$ cat config.mk
export PLATFORM = sky130hd
export DESIGN_NAME = srtm_ctrl
export DESIGN_NICKNAME = d
export VERILOG_FILES = /design/src/sv/srtm_pkg.sv /design/src/sv/srtm_ctrl.sv
export SDC_FILE = /design/constraint.sdc
export NUM_CORES = 1
export LEC_CHECK = 0
export BUFFER_PORTS_ARGS = -buffer_cell sky130_fd_sc_hd__buf_2
export CAP_MARGIN = 20
export CORE_AREA = 8 8 45 47
export CTS_BUF_LIST = sky130_fd_sc_hd__clkbuf_16
export DETAILED_ROUTE_END_ITERATION = 7
export DIE_AREA = 0 0 53 55
export SYNTH_ARGS = -nofsm -noshare
export SYNTH_HDL_FRONTEND = slang
export SYNTH_SLANG_ARGS = --single-unit
$ cat constraint.sdc
create_clock -name clk_i -period 1.9 [get_ports clk_i]
set_input_delay 0.38 -clock clk_i [delete_from_list [all_inputs] [get_ports clk_i]]
set_output_delay 0.38 -clock clk_i [all_outputs]
set_load 0.02 [all_outputs]
$ cat src/sv/srtm_pkg.sv
// package for the send/receive tag matching queues
// holds the result status codes and the controller/datapath command and status types
// no dependencies
`default_nettype none

package srtm_pkg;

  // result status codes
  typedef enum logic [1:0] {
    ST_MATCHED = 2'd0,
    ST_QUEUED  = 2'd1,
    ST_FULL    = 2'd2
  } status_e;

  localparam int unsigned KEY_W   = 64;
  localparam int unsigned VALUE_W = 64;
  localparam int unsigned ENTRY_W = KEY_W + VALUE_W;

  // commands from the controller to the datapath
  typedef struct packed {
    logic    load;      // capture request, clear index
    logic    rd_cur;    // read entry at index of the searched queue
    logic    rd_next;   // read entry at index + 1 of the searched queue
    logic    wr_cur;    // write read data at index, advance index
    logic    idx_inc;   // advance index
    logic    append;    // store request as youngest entry of the other queue
    logic    dec;       // one entry fewer in the searched queue
    logic    set_res;   // latch a result
    status_e res;       // status to latch
    logic    push;      // move latched result into the output register
  } ctrl_cmd_t;

  // status from the datapath to the controller
  typedef struct packed {
    logic at_end;     // index reached the searched queue fill count
    logic last;       // index + 1 equals the searched queue fill count
    logic hit;        // read key equals request key
    logic full;       // other queue holds its full depth
    logic out_free;   // output register can take a result this cycle
  } dp_stat_t;

endpackage

`default_nettype wire

$ cat src/sv/srtm_ctrl.sv
// controller state machine for the tag matching queues
// sequences search, compaction and append; depends on srtm_pkg
`default_nettype none

module srtm_ctrl (
  input  wire logic                clk_i,
  input  wire logic                rst_ni,
  input  wire logic                in_valid_i,
  output logic                     in_ready_o,
  input  wire srtm_pkg::dp_stat_t  stat_i,
  output srtm_pkg::ctrl_cmd_t      cmd_o
);

  typedef enum logic [2:0] {
    S_IDLE,
    S_RD,
    S_CMP,
    S_MV,
    S_MVCHK,
    S_FIN
  } state_e;

  state_e state_q, state_d;

  assign in_ready_o = (state_q == S_IDLE);

  // next state and commands
  always_comb begin
    cmd_o   = '0;
    cmd_o.res = srtm_pkg::ST_MATCHED;
    state_d = state_q;
    case (state_q)
      S_IDLE: begin
        if (in_valid_i) begin
          cmd_o.load = 1'b1;
          state_d    = S_RD;
        end
      end
      S_RD: begin
        if (stat_i.at_end) begin
          // miss: append to the other queue unless it is full
          cmd_o.set_res = 1'b1;
          if (stat_i.full) begin
            cmd_o.res = srtm_pkg::ST_FULL;
          end else begin
            cmd_o.res    = srtm_pkg::ST_QUEUED;
            cmd_o.append = 1'b1;
          end
          state_d = S_FIN;
        end else begin
          cmd_o.rd_cur = 1'b1;
          state_d      = S_CMP;
        end
      end
      S_CMP: begin
        if (stat_i.hit) begin
          cmd_o.set_res = 1'b1;
          cmd_o.res     = srtm_pkg::ST_MATCHED;
          if (stat_i.last) begin
            cmd_o.dec = 1'b1;
            state_d   = S_FIN;
          end else begin
            cmd_o.rd_next = 1'b1;
            state_d       = S_MV;
          end
        end else begin
          cmd_o.idx_inc = 1'b1;
          state_d       = S_RD;
        end
      end
      S_MV: begin
        // move younger entry up one place
        cmd_o.wr_cur = 1'b1;
        state_d      = S_MVCHK;
      end
      S_MVCHK: begin
        if (stat_i.last) begin
          cmd_o.dec = 1'b1;
          state_d   = S_FIN;
        end else begin
          cmd_o.rd_next = 1'b1;
          state_d       = S_MV;
        end
      end
      S_FIN: begin
        if (stat_i.out_free) begin
          cmd_o.push = 1'b1;
          state_d    = S_IDLE;
        end
      end
      default: state_d = S_IDLE;
    endcase
  end

  // state register
  always_ff @(posedge clk_i or negedge rst_ni) begin
    if (!rst_ni) begin
      state_q <= S_IDLE;
    end else begin
      state_q <= state_d;
    end
  end

endmodule

`default_nettype wire

Yosys cells after proc, flatten, opt, wreduce, memory -nomap -nowiden. Index checks and enable logic that the tools add are counted.

Flip-flop bits (word level): 3. Output and inout bits: 12. Word-level logic and storage cells: 37.

Multiplexer cells: 27. Equal/unequal tests: 7. Reductions and logical operators: 2.

Operators with widths (number): 2-to-1 mux 3 bit (6); one-hot mux 3 bit (6 select lines) (1); 2-to-1 mux 1 bit (15); == test 3 x 2 -> 1 bit, second input constant (2); == test 3 bit, second input constant (2); one-hot mux 3 bit (2 select lines) (1); 2-to-1 mux 4 bit (1); inequality test 2 bit, second input constant (2); one-hot mux 1 bit (2 select lines) (2); == test 3 x 1 -> 1 bit, second input constant (1); logical NOT 3 bit (1); 2-to-1 mux 2 bit (1); AND reduction 2 bit (1).

Logic depth before layout (Yosys ltp).
Word-level depth: 3. Depth in mapped cells: 4. Mapped depth without buffers: 3.

Worst setup path before layout. Ideal clock, no wire load.

Path type: register to output. From: register state_q[0]. To: output port cmd_o[10] (netlist name). Path buffers: 1. Cell stages (with the launch flop): 4. Required time: 1520 ps. Setup slack: 134 ps. Arrival: 1386 ps. Path through: dfrtp_1 buf_2 nor3_1 and2_1.

RTL lines: from (decl) (line srtm_ctrl.sv:23) `state_e state_q, state_d;`; from (signal assigned) (line srtm_ctrl.sv:100) `state_q <= state_d;`; to (decl) (line srtm_ctrl.sv:11) `output srtm_pkg::ctrl_cmd_t cmd_o`.

==> metrics.md <==
| Metric | Value |
|---|---|
| Full die area | `approximately 2900 um2` |
| CP Max Fanout | `15` |
| Placed Instance Area | `~390 um2` |
| Gr usage total | `0.0646` |
| Grt ovf | `0` |
| Synth top area cells | `dfrtp_1 25%, nor2_1 7.6%, o32ai_2 5.5%` |
| Initial antenna violation count | `0` |
| Cell family with most CP delay | `flip-flops` |
| Routability cong. | `approximately 0.70` |
| Total power draw | `867 uW` |
| Syn nets | `46` |
| YS warnings | `0` |
| CTS tree | `done` |
| Most flop-heavy register | `state_q` |
| Vias in the first global route | `between 300 and 400` |
| Clk pin slew, worst setup/hold paths | `around 0.030 ns` |
| Crit end category | `primary output` |
| CTS Root Cell | `clkbuf_16` |
| ANT cells | `0` |
| HPWL after detailed placement | `663 um` |
| Global-route wire length before repair | `between 1 and 1.5 mm` |
| Cells after synthesis | `38` |
| Layout area overhead | `60.8%` |
| Cts bufs inserted | `3` |
| Fin crit share | `0.914` |
| CP Class | `reg2out` |
| Max-cap violations | `0` |
| Register bit count reported by yosys | `3` |
| Post-cts sizing count | `0` |
| Seq/Total Area, Yosys | `0.253` |
| Die Width | `53 um` |
| Worst Tran Pin Value | `0.389 ns` |
| Drt total wl | `around 860 um` |
| Max Fclk | `0.576 GHz` |
| Critical Path RT | `between 1.5 and 2 ns` |
| Final TNS setup | `0 ns` |
| Final core utilization | `0.344` |
| Detailed-router iteration count before antenna repair | `4` |
| Pin count of the biggest net entering global routing | `16` |
| RR Startpoint | `state_q[0]$_DFFE_PN0P_` |
| Fin area | `~480 um2` |
| Minimum clock period | `1.74 ns` |
| Io pins | `20` |
| Crit path from | `state_q[0]$_DFFE_PN0P_` |
| Worst clock skew | `around 0.0012 ns` |
| Final Slew Violations | `0` |
| CP bufs+invs | `1` |
| DRT iter0 DRCs | `5` |
| Share of cells above drive strength 1 | `0.424` |
| Yosys top cell by area | `dfrtp_1` |
| Port bufs | `19` |
| Status | `finished clean` |
| CP arrival | `1.36 ns` |
| Final Net Count | `68` |
| Worst-path cell chain | `nor2b_1 -> nand2_1 -> a21oi_1 -> buf_2` |
| Fill cell instance count of the final layout | `roughly 150` |
| Core ar. | `approximately 1400 um2` |
| Initial Util | `0.214` |
| Slowest stage delay, CP | `around 0.56 ns` |
| Setup violations, final | `0` |
| Mapped Area | `slightly below 300 um2` |
| Crit-path slowest cell | `dfrtp_1` |
| Post-route ant nets | `0` |
| Netlist cell types | `24` |
| DRC violations left | `0` |
| RSZ-0062 raised after global routing | `no` |
| Die Ht | `around 55 um` |
| Final Hold Fails | `0` |
| HP Class | `in2reg` |
| Avg Inst Size Synth | `about 7.8 um2` |
| Max VDD drop | `roughly 0.8 mV` |
| Leakage power | `approximately 0.25 nW` |
| Commonest non-fill, non-tap cell in the layout | `buf_2` |
| Routed vias/inst | `approximately 4.6` |
| Slew margin rel. | `0.741` |
| DR WL/cell | `approximately 11 um` |
| Max reg flops | `3` |
| Commonest cells after routing, fill and taps aside | `19 x buf_2, 6 x nor2_1, 3 x clkbuf_16, 3 x dfrtp_1` |
| Hold path startpoint | `stat_i[3]` |
| Vias after detailed routing | `between 300 and 400` |
| H-tree Lvls | `1` |
| Share of the synthesized area in the top cell type | `0.253` |
| Power Density | `roughly 1800 nW/um2` |
| Worst skew pair latency | `~0.22 ns` |
| Worst setup SP type | `flop` |
| Largest registers | `state_q: 3 flops` |
| Clock buffer depth | `2` |
| # rows | `14` |
| Setup bufs post-CTS | `0` |
| Clock sinks | `3` |
## logic make-up (layout without fill, tap and decap cells)
family	count (synthesis)	count (layout)	share of synthesized area
AOI/OAI and AO/OA	9	9	0.236
buffers and inverters	4	25	0.0928
DFF	3	3	0.253
and+or+nand+nor	22	22	0.418
## power by group
group	switching [mW]	total, mW	internal [mW]
clock network	0.0610	0.333	0.272
logic	0.204	0.358	0.154
registers	0.0830	0.176	0.0933
## layer usage
metal,vias up,GRT usage,wire [um]
li1,173,-,-
met1,154,0.0565,341
met2,14,0.0918,393
met3,3,0.0428,94
met4,0,0.0776,29
met5,-,0,0
## synth_stat cells
cell type / number
nor3_1: 2
o311ai_0: 1
a21oi_2: 1
a21o_1: 1
a21oi_1: 2
nand2_1: 2
buf_4: 1
and3_1: 1
o21ai_0: 2
a221oi_1: 1
nor2b_1: 2
buf_2: 1
inv_1: 1
nor2b_4: 1
nand3b_1: 1
nor3b_1: 1
nand3_1: 1
nand2b_1: 2
nor2_1: 6
dfrtp_1: 3
and2_1: 2
buf_6: 1
or3_1: 1
o32ai_2: 1
## stage by stage
| step | hold slack [ns] | setup slack, ns | cells |
|---|---|---|---|
| final | 0.406 | 0.163 | 75 |
| after global routing | 0.415 | 0.0606 | 75 |
| after CTS | 0.400 | 0.128 | 75 |
| after detailed placement | 0.179 | 0.363 | 70 |
| after global placement | 0.177 | 0.396 | 70 |
| after floorplan | 0.0844 | 0.134 | 38 |
## final cells by class
class | instances | area [um2] | area share
Multi-Input combinational cell | 31 | 194 | 0.407
Clock inverter | 1 | 3.75 | 0.00787
Inverter | 1 | 3.75 | 0.00787
Timing Repair Buffer | 20 | 105 | 0.220
Tap cell | 16 | 20.0 | 0.0420
Sequential cell | 3 | 75.1 | 0.157
Clock buffer | 3 | 75.1 | 0.157
## worst paths after layout
path	depth (start not counted)	slack (ns)	end
max in group asynchronous	2	1.31	state_q[2]$_DFFE_PN0P_
max	4	0.16	cmd_o[3]
min reg2reg	1	0.70	state_q[0]$_DFFE_PN0P_
min	2	0.41	state_q[1]$_DFFE_PN0P_
max reg2reg	3	0.63	state_q[0]$_DFFE_PN0P_
min in group asynchronous	2	0.48	state_q[1]$_DFFE_PN0P_
## timing repair
action,CTS,global route
endpoints found under the hold margin,3,0
setup endpoints to repair,0,0
hold buffers,1,0
Power figures use the tool's default switching activity.
